### src/rtl/sqnf_pkg.sv
// ----------------------------------------------------------------------------
// sqnf_pkg
// Shared types and constants for the signed queue with negative filter.
// ----------------------------------------------------------------------------
package sqnf_pkg;

   localparam int QUEUE_DEPTH = 16;
   localparam int WORD_W      = 32;
   localparam int OP_W        = 3;
   localparam int COUNT_W     = 5;
   localparam int STATUS_W    = 2;

   localparam logic [WORD_W-1:0] WORD_ALL_ONES = '1;

   typedef enum logic [OP_W-1:0] {
      OP_ENQUEUE    = 3'd0,
      OP_DEQUEUE    = 3'd1,
      OP_INSERT     = 3'd2,
      OP_REMOVE_NEG = 3'd3,
      OP_COUNT      = 3'd4
   } op_type;

   typedef enum logic [STATUS_W-1:0] {
      STATUS_OK    = 2'd0,
      STATUS_EMPTY = 2'd1,
      STATUS_FULL  = 2'd2
   } status_type;

   typedef enum logic [1:0] {
      CELL_HOLD,
      CELL_SHIFT,
      CELL_SWAP
   } cell_mode_type;

   typedef struct packed {
      cell_mode_type mode;
      logic          phase;
   } cell_ctl_type;

   typedef struct packed {
      logic              drop;
      logic [WORD_W-1:0] data;
   } entry_type;

   typedef enum logic [1:0] {
      ST_IDLE,
      ST_ROTATE,
      ST_SORT,
      ST_DONE
   } state_type;

endpackage

### src/rtl/sqnf_cell.sv
// ----------------------------------------------------------------------------
// sqnf_cell
// One queue slot: holds a word, shifts toward the head, or swaps with a
// neighbor during odd-even compaction.
// ----------------------------------------------------------------------------
module sqnf_cell #(
   parameter int DEPTH      = sqnf_pkg::QUEUE_DEPTH,
   parameter int CELL_INDEX = 0
) (
   input  logic                  clock,
   input  sqnf_pkg::cell_ctl_type ctl,
   input  sqnf_pkg::entry_type   left,
   input  sqnf_pkg::entry_type   right,
   output sqnf_pkg::entry_type   entry
);

   localparam logic PARITY    = 1'(CELL_INDEX % 2);
   localparam logic HAS_RIGHT = (CELL_INDEX < DEPTH - 1);
   localparam logic HAS_LEFT  = (CELL_INDEX > 0);

   sqnf_pkg::entry_type entry_ff;
   sqnf_pkg::entry_type entry_in;
   logic                pair_right;
   logic                pair_left;

   assign pair_right = (ctl.phase == PARITY) && HAS_RIGHT;
   assign pair_left  = (ctl.phase != PARITY) && HAS_LEFT;

   always_comb begin
      entry_in = entry_ff;
      case (ctl.mode)
         sqnf_pkg::CELL_SHIFT: begin
            entry_in = right;
         end
         sqnf_pkg::CELL_SWAP: begin
            if (pair_right && entry_ff.drop && !right.drop) begin
               entry_in = right;
            end else if (pair_left && left.drop && !entry_ff.drop) begin
               entry_in = left;
            end
         end
         default: begin
            entry_in = entry_ff;
         end
      endcase
   end

   always_ff @(posedge clock) begin
      entry_ff <= entry_in;
   end

   assign entry = entry_ff;

endmodule

### src/rtl/sqnf_ctrl.sv
// ----------------------------------------------------------------------------
// sqnf_ctrl
// Sequencer for the cell chain: streams the head word back into the tail,
// runs the compaction rounds and holds the result word.
// ----------------------------------------------------------------------------
module sqnf_ctrl #(
   parameter int DEPTH = sqnf_pkg::QUEUE_DEPTH
) (
   input  logic                                  clock,
   input  logic                                  reset,
   input  logic                                  req_valid,
   output logic                                  req_stall,
   input  logic [sqnf_pkg::OP_W-1:0]             req_op,
   input  logic signed [sqnf_pkg::WORD_W-1:0]    req_value,
   output logic                                  rsp_valid,
   input  logic                                  rsp_stall,
   output logic signed [sqnf_pkg::WORD_W-1:0]    rsp_popped_value,
   output logic [sqnf_pkg::COUNT_W-1:0]          rsp_match_count,
   output logic [sqnf_pkg::STATUS_W-1:0]         rsp_status,
   output logic [sqnf_pkg::COUNT_W-1:0]          rsp_fill_level,
   input  sqnf_pkg::entry_type                   head,
   output sqnf_pkg::entry_type                   feed,
   output sqnf_pkg::cell_ctl_type                cell_ctl
);

   localparam int             CW       = $clog2(DEPTH + 1);
   localparam logic [CW-1:0]  LAST     = CW'(DEPTH - 1);
   localparam logic [CW-1:0]  FULL_CNT = CW'(DEPTH);
   localparam logic [CW-1:0]  ONE      = CW'(1);
   localparam int             MSB      = sqnf_pkg::WORD_W - 1;

   sqnf_pkg::state_type  state_ff, state_in;
   sqnf_pkg::op_type     op_ff, op_in;
   sqnf_pkg::status_type res_status_ff, res_status_in;
   logic [MSB:0]         val_ff, val_in;
   logic [MSB:0]         hold_ff, hold_in;
   logic [MSB:0]         res_popped_ff, res_popped_in;
   logic [CW-1:0]        k_ff, k_in;
   logic [CW-1:0]        acc_ff, acc_in;
   logic [CW-1:0]        cnt_ff, cnt_in;
   logic                 done_ins_ff, done_ins_in;
   logic                 rsp_valid_ff, rsp_valid_in;
   logic [MSB:0]         rsp_popped_ff, rsp_popped_in;
   logic [sqnf_pkg::COUNT_W-1:0]  rsp_match_ff, rsp_match_in;
   logic [sqnf_pkg::STATUS_W-1:0] rsp_status_ff, rsp_status_in;
   logic [sqnf_pkg::COUNT_W-1:0]  rsp_fill_ff, rsp_fill_in;
   logic                 in_range;
   logic                 take_new;
   sqnf_pkg::op_type     req_code;

   assign req_code = sqnf_pkg::op_type'(req_op);

   always_comb begin
      state_in      = state_ff;
      op_in         = op_ff;
      res_status_in = res_status_ff;
      val_in        = val_ff;
      hold_in       = hold_ff;
      res_popped_in = res_popped_ff;
      k_in          = k_ff;
      acc_in        = acc_ff;
      cnt_in        = cnt_ff;
      done_ins_in   = done_ins_ff;
      rsp_valid_in  = rsp_valid_ff & rsp_stall;
      rsp_popped_in = rsp_popped_ff;
      rsp_match_in  = rsp_match_ff;
      rsp_status_in = rsp_status_ff;
      rsp_fill_in   = rsp_fill_ff;
      req_stall     = (state_ff != sqnf_pkg::ST_IDLE);
      cell_ctl.mode  = sqnf_pkg::CELL_HOLD;
      cell_ctl.phase = k_ff[0];
      feed.drop     = 1'b0;
      feed.data     = head.data;
      in_range      = (k_ff < cnt_ff);
      take_new      = 1'b0;

      case (state_ff)
         sqnf_pkg::ST_IDLE: begin
            if (req_valid) begin
               op_in         = req_code;
               val_in        = req_value;
               k_in          = '0;
               acc_in        = '0;
               done_ins_in   = 1'b0;
               res_popped_in = '0;
               res_status_in = sqnf_pkg::STATUS_OK;
               case (req_code)
                  sqnf_pkg::OP_ENQUEUE, sqnf_pkg::OP_INSERT: begin
                     if (cnt_ff == FULL_CNT) begin
                        res_status_in = sqnf_pkg::STATUS_FULL;
                        state_in      = sqnf_pkg::ST_DONE;
                     end else begin
                        state_in = sqnf_pkg::ST_ROTATE;
                     end
                  end
                  sqnf_pkg::OP_DEQUEUE: begin
                     if (cnt_ff == '0) begin
                        res_popped_in = sqnf_pkg::WORD_ALL_ONES;
                        res_status_in = sqnf_pkg::STATUS_EMPTY;
                     end else begin
                        res_popped_in = head.data;
                        cell_ctl.mode = sqnf_pkg::CELL_SHIFT;
                        cnt_in        = cnt_ff - ONE;
                     end
                     state_in = sqnf_pkg::ST_DONE;
                  end
                  sqnf_pkg::OP_REMOVE_NEG, sqnf_pkg::OP_COUNT: begin
                     state_in = sqnf_pkg::ST_ROTATE;
                  end
                  default: begin
                     state_in = sqnf_pkg::ST_DONE;
                  end
               endcase
            end
         end

         sqnf_pkg::ST_ROTATE: begin
            cell_ctl.mode = sqnf_pkg::CELL_SHIFT;
            k_in          = k_ff + ONE;
            case (op_ff)
               sqnf_pkg::OP_ENQUEUE, sqnf_pkg::OP_INSERT: begin
                  take_new = !done_ins_ff && ((k_ff == cnt_ff) ||
                             ((op_ff == sqnf_pkg::OP_INSERT) && in_range && head.data[MSB]));
                  if (take_new) begin
                     feed.data = val_ff;
                  end else if (done_ins_ff) begin
                     feed.data = hold_ff;
                  end
                  if (take_new || done_ins_ff) begin
                     hold_in = head.data;
                  end
                  done_ins_in = done_ins_ff | take_new;
               end
               sqnf_pkg::OP_REMOVE_NEG: begin
                  feed.drop = !in_range || head.data[MSB];
                  if (in_range && !head.data[MSB]) begin
                     acc_in = acc_ff + ONE;
                  end
               end
               sqnf_pkg::OP_COUNT: begin
                  if (in_range && (head.data == val_ff)) begin
                     acc_in = acc_ff + ONE;
                  end
               end
               default: begin
                  feed.drop = 1'b0;
               end
            endcase
            if (k_ff == LAST) begin
               k_in = '0;
               case (op_ff)
                  sqnf_pkg::OP_ENQUEUE, sqnf_pkg::OP_INSERT: begin
                     cnt_in   = cnt_ff + ONE;
                     state_in = sqnf_pkg::ST_DONE;
                  end
                  sqnf_pkg::OP_REMOVE_NEG: begin
                     cnt_in   = acc_in;
                     state_in = sqnf_pkg::ST_SORT;
                  end
                  default: begin
                     state_in = sqnf_pkg::ST_DONE;
                  end
               endcase
            end
         end

         sqnf_pkg::ST_SORT: begin
            cell_ctl.mode = sqnf_pkg::CELL_SWAP;
            k_in          = k_ff + ONE;
            if (k_ff == LAST) begin
               state_in = sqnf_pkg::ST_DONE;
            end
         end

         sqnf_pkg::ST_DONE: begin
            if (!rsp_valid_ff || !rsp_stall) begin
               rsp_valid_in  = 1'b1;
               rsp_popped_in = res_popped_ff;
               rsp_match_in  = (op_ff == sqnf_pkg::OP_COUNT) ?
                               sqnf_pkg::COUNT_W'(acc_ff) : '0;
               rsp_status_in = res_status_ff;
               rsp_fill_in   = sqnf_pkg::COUNT_W'(cnt_ff);
               state_in      = sqnf_pkg::ST_IDLE;
            end
         end

         default: begin
            state_in = sqnf_pkg::ST_IDLE;
         end
      endcase
   end

   always_ff @(posedge clock) begin
      if (reset) begin
         state_ff     <= sqnf_pkg::ST_IDLE;
         rsp_valid_ff <= 1'b0;
         cnt_ff       <= '0;
      end else begin
         state_ff     <= state_in;
         rsp_valid_ff <= rsp_valid_in;
         cnt_ff       <= cnt_in;
      end
   end

   always_ff @(posedge clock) begin
      op_ff         <= op_in;
      res_status_ff <= res_status_in;
      val_ff        <= val_in;
      hold_ff       <= hold_in;
      res_popped_ff <= res_popped_in;
      k_ff          <= k_in;
      acc_ff        <= acc_in;
      done_ins_ff   <= done_ins_in;
      rsp_popped_ff <= rsp_popped_in;
      rsp_match_ff  <= rsp_match_in;
      rsp_status_ff <= rsp_status_in;
      rsp_fill_ff   <= rsp_fill_in;
   end

   assign rsp_valid        = rsp_valid_ff;
   assign rsp_popped_value = rsp_popped_ff;
   assign rsp_match_count  = rsp_match_ff;
   assign rsp_status       = rsp_status_ff;
   assign rsp_fill_level   = rsp_fill_ff;

endmodule

### src/rtl/signed_queue_with_negative_filter_top.sv
// ----------------------------------------------------------------------------
// signed_queue_with_negative_filter_top
// Bounded queue of signed words held in a chain of cells, with insert before
// the first negative word, negative removal and match counting.
// ----------------------------------------------------------------------------
// One request word is taken at a time and gives one response word. Dequeue,
// a push into a full queue and an unknown op go from accept straight to the
// response state. Enqueue, insert and count first rotate the whole chain
// once through the sequencer, one word a cycle. Remove negatives runs one
// rotation that marks the words, then QUEUE_DEPTH odd-even exchange rounds
// along the chain. A new request is taken the cycle after the response is
// formed, even while that response still waits on rsp_stall.
module signed_queue_with_negative_filter_top #(
   parameter int QUEUE_DEPTH = sqnf_pkg::QUEUE_DEPTH
) (
   input  logic                                clock,
   input  logic                                reset,
   input  logic                                req_valid,
   output logic                                req_stall,
   input  logic [sqnf_pkg::OP_W-1:0]           req_op,
   input  logic signed [sqnf_pkg::WORD_W-1:0]  req_value,
   output logic                                rsp_valid,
   input  logic                                rsp_stall,
   output logic signed [sqnf_pkg::WORD_W-1:0]  rsp_popped_value,
   output logic [sqnf_pkg::COUNT_W-1:0]        rsp_match_count,
   output logic [sqnf_pkg::STATUS_W-1:0]       rsp_status,
   output logic [sqnf_pkg::COUNT_W-1:0]        rsp_fill_level
);

   sqnf_pkg::entry_type    cell_q [QUEUE_DEPTH];
   sqnf_pkg::entry_type    feed;
   sqnf_pkg::cell_ctl_type cell_ctl;

   sqnf_ctrl #(
      .DEPTH (QUEUE_DEPTH)
   ) u_ctrl (
      .clock            (clock),
      .reset            (reset),
      .req_valid        (req_valid),
      .req_stall        (req_stall),
      .req_op           (req_op),
      .req_value        (req_value),
      .rsp_valid        (rsp_valid),
      .rsp_stall        (rsp_stall),
      .rsp_popped_value (rsp_popped_value),
      .rsp_match_count  (rsp_match_count),
      .rsp_status       (rsp_status),
      .rsp_fill_level   (rsp_fill_level),
      .head             (cell_q[0]),
      .feed             (feed),
      .cell_ctl         (cell_ctl)
   );

   for (genvar i = 0; i < QUEUE_DEPTH; i++) begin : g_cell
      sqnf_pkg::entry_type left_w;
      sqnf_pkg::entry_type right_w;

      if (i == 0) begin : g_first
         assign left_w = cell_q[i];
      end else begin : g_mid_left
         assign left_w = cell_q[i-1];
      end

      if (i == QUEUE_DEPTH - 1) begin : g_last
         assign right_w = feed;
      end else begin : g_mid_right
         assign right_w = cell_q[i+1];
      end

      sqnf_cell #(
         .DEPTH      (QUEUE_DEPTH),
         .CELL_INDEX (i)
      ) u_cell (
         .clock (clock),
         .ctl   (cell_ctl),
         .left  (left_w),
         .right (right_w),
         .entry (cell_q[i])
      );
   end

endmodule
### config.mk
export PLATFORM = sky130hd
export DESIGN_NAME = signed_queue_with_negative_filter_top
export DESIGN_NICKNAME = d
export VERILOG_FILES = /design/src/rtl/sqnf_pkg.sv /design/src/rtl/sqnf_cell.sv /design/src/rtl/sqnf_ctrl.sv /design/src/rtl/signed_queue_with_negative_filter_top.sv
export SDC_FILE = /design/constraint.sdc
export NUM_CORES = 1
export LEC_CHECK = 0
export ABC_AREA = 1
export BUFFER_PORTS_ARGS = -buffer_cell sky130_fd_sc_hd__buf_2
export CORE_ASPECT_RATIO = 1.2
export CORE_MARGIN = 2
export CORE_UTILIZATION = 62
export CTS_CLUSTER_DIAMETER = 150
export CTS_CLUSTER_SIZE = 20
export DETAILED_ROUTE_END_ITERATION = 10
export GPL_TIMING_DRIVEN = 0
export HOLD_SLACK_MARGIN = 0.03
export PLACE_DENSITY_LB_ADDON = 0.1
export SLEW_MARGIN = 0
export SYNTH_ARGS = -nofsm -noshare
export SYNTH_HDL_FRONTEND = slang
export SYNTH_SLANG_ARGS = --single-unit
### constraint.sdc
create_clock -name clock -period 6.7 [get_ports clock]
set_input_delay 1.34 -clock clock [delete_from_list [all_inputs] [get_ports clock]]
set_output_delay 1.34 -clock clock [all_outputs]
set_load 0.01 [all_outputs]
==> impl_metrics.toml <==
[route]
drc = 0
finalWirelength_um = 80300
drt_pass1_iterations = 6
post_drt_via_cell_ratio = 5.77
via_count = 21100
dr.first_iter.drc_count = 2355
ant_nets = 0
wl_per_cell_um = 21.9

[sta]
fmax_mhz = 280
fin_skew_ns = 0.0231
relSlewSlack_pct = 14.4
hold_viol = 0
finalMaxSlewViolations = 0
final.setup.worst_slack_ns = 3.13
hold_slack_ns = 0.419
period_minus_slack_ns = 3.57
setup_violations = 0
finalSetupTns_ns = 0
period_share_pct = 53.3
rsz0062_at_grt = "false"
tightest_slew_ns = 1.28

[final_layout]
layout-area-overhead-vs-synth_pct = 8.38
regArea_um2 = 20700
final_cell_mix = "nand2_1, edfxtp_1, inv_1"
diodes = 0
multi_input_area_um2 = 8230
stdcell_count = 3661
nets = 3081
layout_commonest_cell = "nand2_1"
stdcell_area_um2 = 32500
layout-drive-gt1-share_pct = 9.44
num-fill-cells = 3641

[global_routing]
grt_pass1_vias = 20900
grt_overflow_total = 0
grt_usage_pct = 32.2
grt_pass1_wl_um = 119000
antenna_found_initial = 0
grt_max_degree = 49

[clocking]
cts_tree = "yes"
postCtsResizedCells = 0
htree_num_levels = 2
cts_hold_buf = 0
postCtsSetupRepairBufs = 0
numClockSinks = 692
clk_latency_ns = 0.61
cts_made_buffers = 40
cts_root_buf = "clkbuf_16"
cts_buffer_depth = 3
path_clk_slew_ns = 0.07

[yosys]
synth_edf_count = 684
yosysSeqAreaShare_pct = 69.1
ys_seq_elements = 692
synthTopCellsByArea = "edfxtp_1, nand2_1, a21oi_1"
synth_top_area_share_pct = 68.5
synth_area_um2 = 30000
synth.avg_cell_area_um2 = 10.4
netlist-cell-type-count = 41
synth-main-ff-cell = "edfxtp_1"
syn_inst = 2894
yosysWarnings = 0
synth_top_area_cell = "edfxtp_1"
syn-num-nets = 2951
async_flop_share_pct = 0

[worst_setup_path]
crit_chain = "buf_2, nand2_1, inv_2, nand4_1, o21ai_2, xor2_2, buf_6, nor2_4"
startpoint_type = "input pin"
startpoint = "req_valid"
reg2reg_depth = 9
crit_required_ns = 6.99
cp_top_family = "XOR/XNOR gates"
path_class = "in2reg"
reg2reg_setup_slack_ns = 3.16
rr_endpoint = "g_cell[0].u_cell.entry[15]"
worstSetupEndpointType = "register"
crit_arrival_ns = 3.86
cp_slowest_cell = "xor2_2"
crit_buf_inv = 3
slowest_delay_ns = 0.98
crit_fanout = 33
reg2reg_from = "u_ctrl.state_ff[0]"

[hold_path]
holdPathStages = 0
min-delay-start = "u_ctrl.res_popped_ff[19]"
holdPathEnd = "u_ctrl.rsp_popped_value[19]"
holdCritPathClass = "reg2reg"

[floorplanning]
rows = 88
dieArea_um2 = 50100
core_um2 = 47900
io_pins = 85
die_w_um = 205
start_util_pct = 62.6
die_h_um = 245

[placed_design]
dp_cells = 3612
place_area_um2 = 31400
dp_hpwl_um = 60700
place_ws_ns = 2.50
io_buffers = 84
gp_congestion = 0.948

[run_status]
status = "finished clean"

[power]
leakage_nw = 13.4
vdd_drop_max_v = 0.000351
p_per_area_nw_per_um2 = 564

[flow_run]
maxCapViolations = 0
state kept, by name, summed over array words and instances, names as in the netlist:
signal and cells:
u_ctrl.op_ff 3, u_ctrl.cnt_ff 5, u_ctrl.k_ff 5, u_ctrl.rsp_status 2
u_ctrl.acc_ff 5, u_ctrl.res_popped_ff 32, u_ctrl.rsp_match_count 5, u_ctrl.val_ff 32
g_cell.u_cell.entry 528, u_ctrl.rsp_valid 1, u_ctrl.res_status_ff 2, u_ctrl.done_ins_ff 1
u_ctrl.rsp_fill_level 5, u_ctrl.rsp_popped_value 32, u_ctrl.hold_ff 32, u_ctrl.state_ff 2
per-stage QoR:
step | utilization (%) | power [mW]
6_report | 67.8 | 18.3
5_1_grt | 67.8 | 19.3
4_1_cts | 67.8 | 18.2
3_5_place_dp | 65.6 | 15.7
3_3_place_gp | 65.1 | 15.5
2_1_floorplan | - | 13.0
metal layers:
metal / share of wire (%) / GRT usage, % / up-vias
li1: - / - / 9774
met1: 38 / 42.2 / 10200
met2: 50 / 55.0 / 960
met3: 8.9 / 6.03 / 160
met4: 3.1 / 9.70 / 0
met5: 0 / 0 / -
area by class of cell:
cell class                 instances  area share, %
tap                              630           2.43
inverter                         165           1.91
timing repair buffer              88           1.56
sequential                       692           63.7
clock inverter                     4          0.173
multi-input combinational       1920           25.3
buffer                           117           1.71
clock buffer                      45           3.14
cell usage after synthesis, types with 3 or more instances:
| master | number |
|---|---|
| a21oi_1 | 120 |
| buf_1 | 3 |
| buf_2 | 49 |
| buf_6 | 6 |
| clkbuf_1 | 55 |
| dfxtp_1 | 8 |
| edfxtp_1 | 684 |
| ha_1 | 18 |
| inv_1 | 140 |
| inv_2 | 22 |
| nand2_1 | 1434 |
| nand2_2 | 6 |
| nand2_4 | 3 |
| nand3_1 | 34 |
| nand4_1 | 6 |
| nor2_1 | 110 |
| nor2_2 | 12 |
| nor3_1 | 16 |
| o21ai_0 | 76 |
| o21ai_1 | 18 |
| o21ai_2 | 21 |
| o22ai_1 | 14 |
| or2_2 | 3 |
| xnor2_1 | 5 |
| xor2_1 | 7 |
power breakdown:
part / total [mW] / internal, mW / switching [mW]
combinational: 6.05 / 1.60 / 4.45
sequential: 9.80 / 8.15 / 1.65
clock: 2.48 / 1.09 / 1.39
cell families after synthesis:
logic type | synth area share (%)
and+or+nand+nor | 21.2
buffers and inverters | 3.92
AOI/OAI and AO/OA | 4.63
adders and majority gates | 0.751
xor gates and xnor gates | 0.405
DFF | 69.1
how the worst max path moves through the flow:
| stage | end | slack [ns] | cells past startpoint |
|---|---|---|---|
| after floorplan | g_cell[14].u_cell.entry[0] | 1.33 | 6 |
| after global placement | g_cell[1].u_cell.entry[15] | -0.24 | 7 |
| after detailed placement | g_cell[0].u_cell.entry[14] | 2.50 | 8 |
| after CTS | g_cell[0].u_cell.entry[19] | 3.13 | 8 |
| after global routing | g_cell[0].u_cell.entry[18] | 2.98 | 9 |
| final | g_cell[0].u_cell.entry[15] | 3.13 | 8 |
No activity file was read; power rests on OpenSTA's default activity.
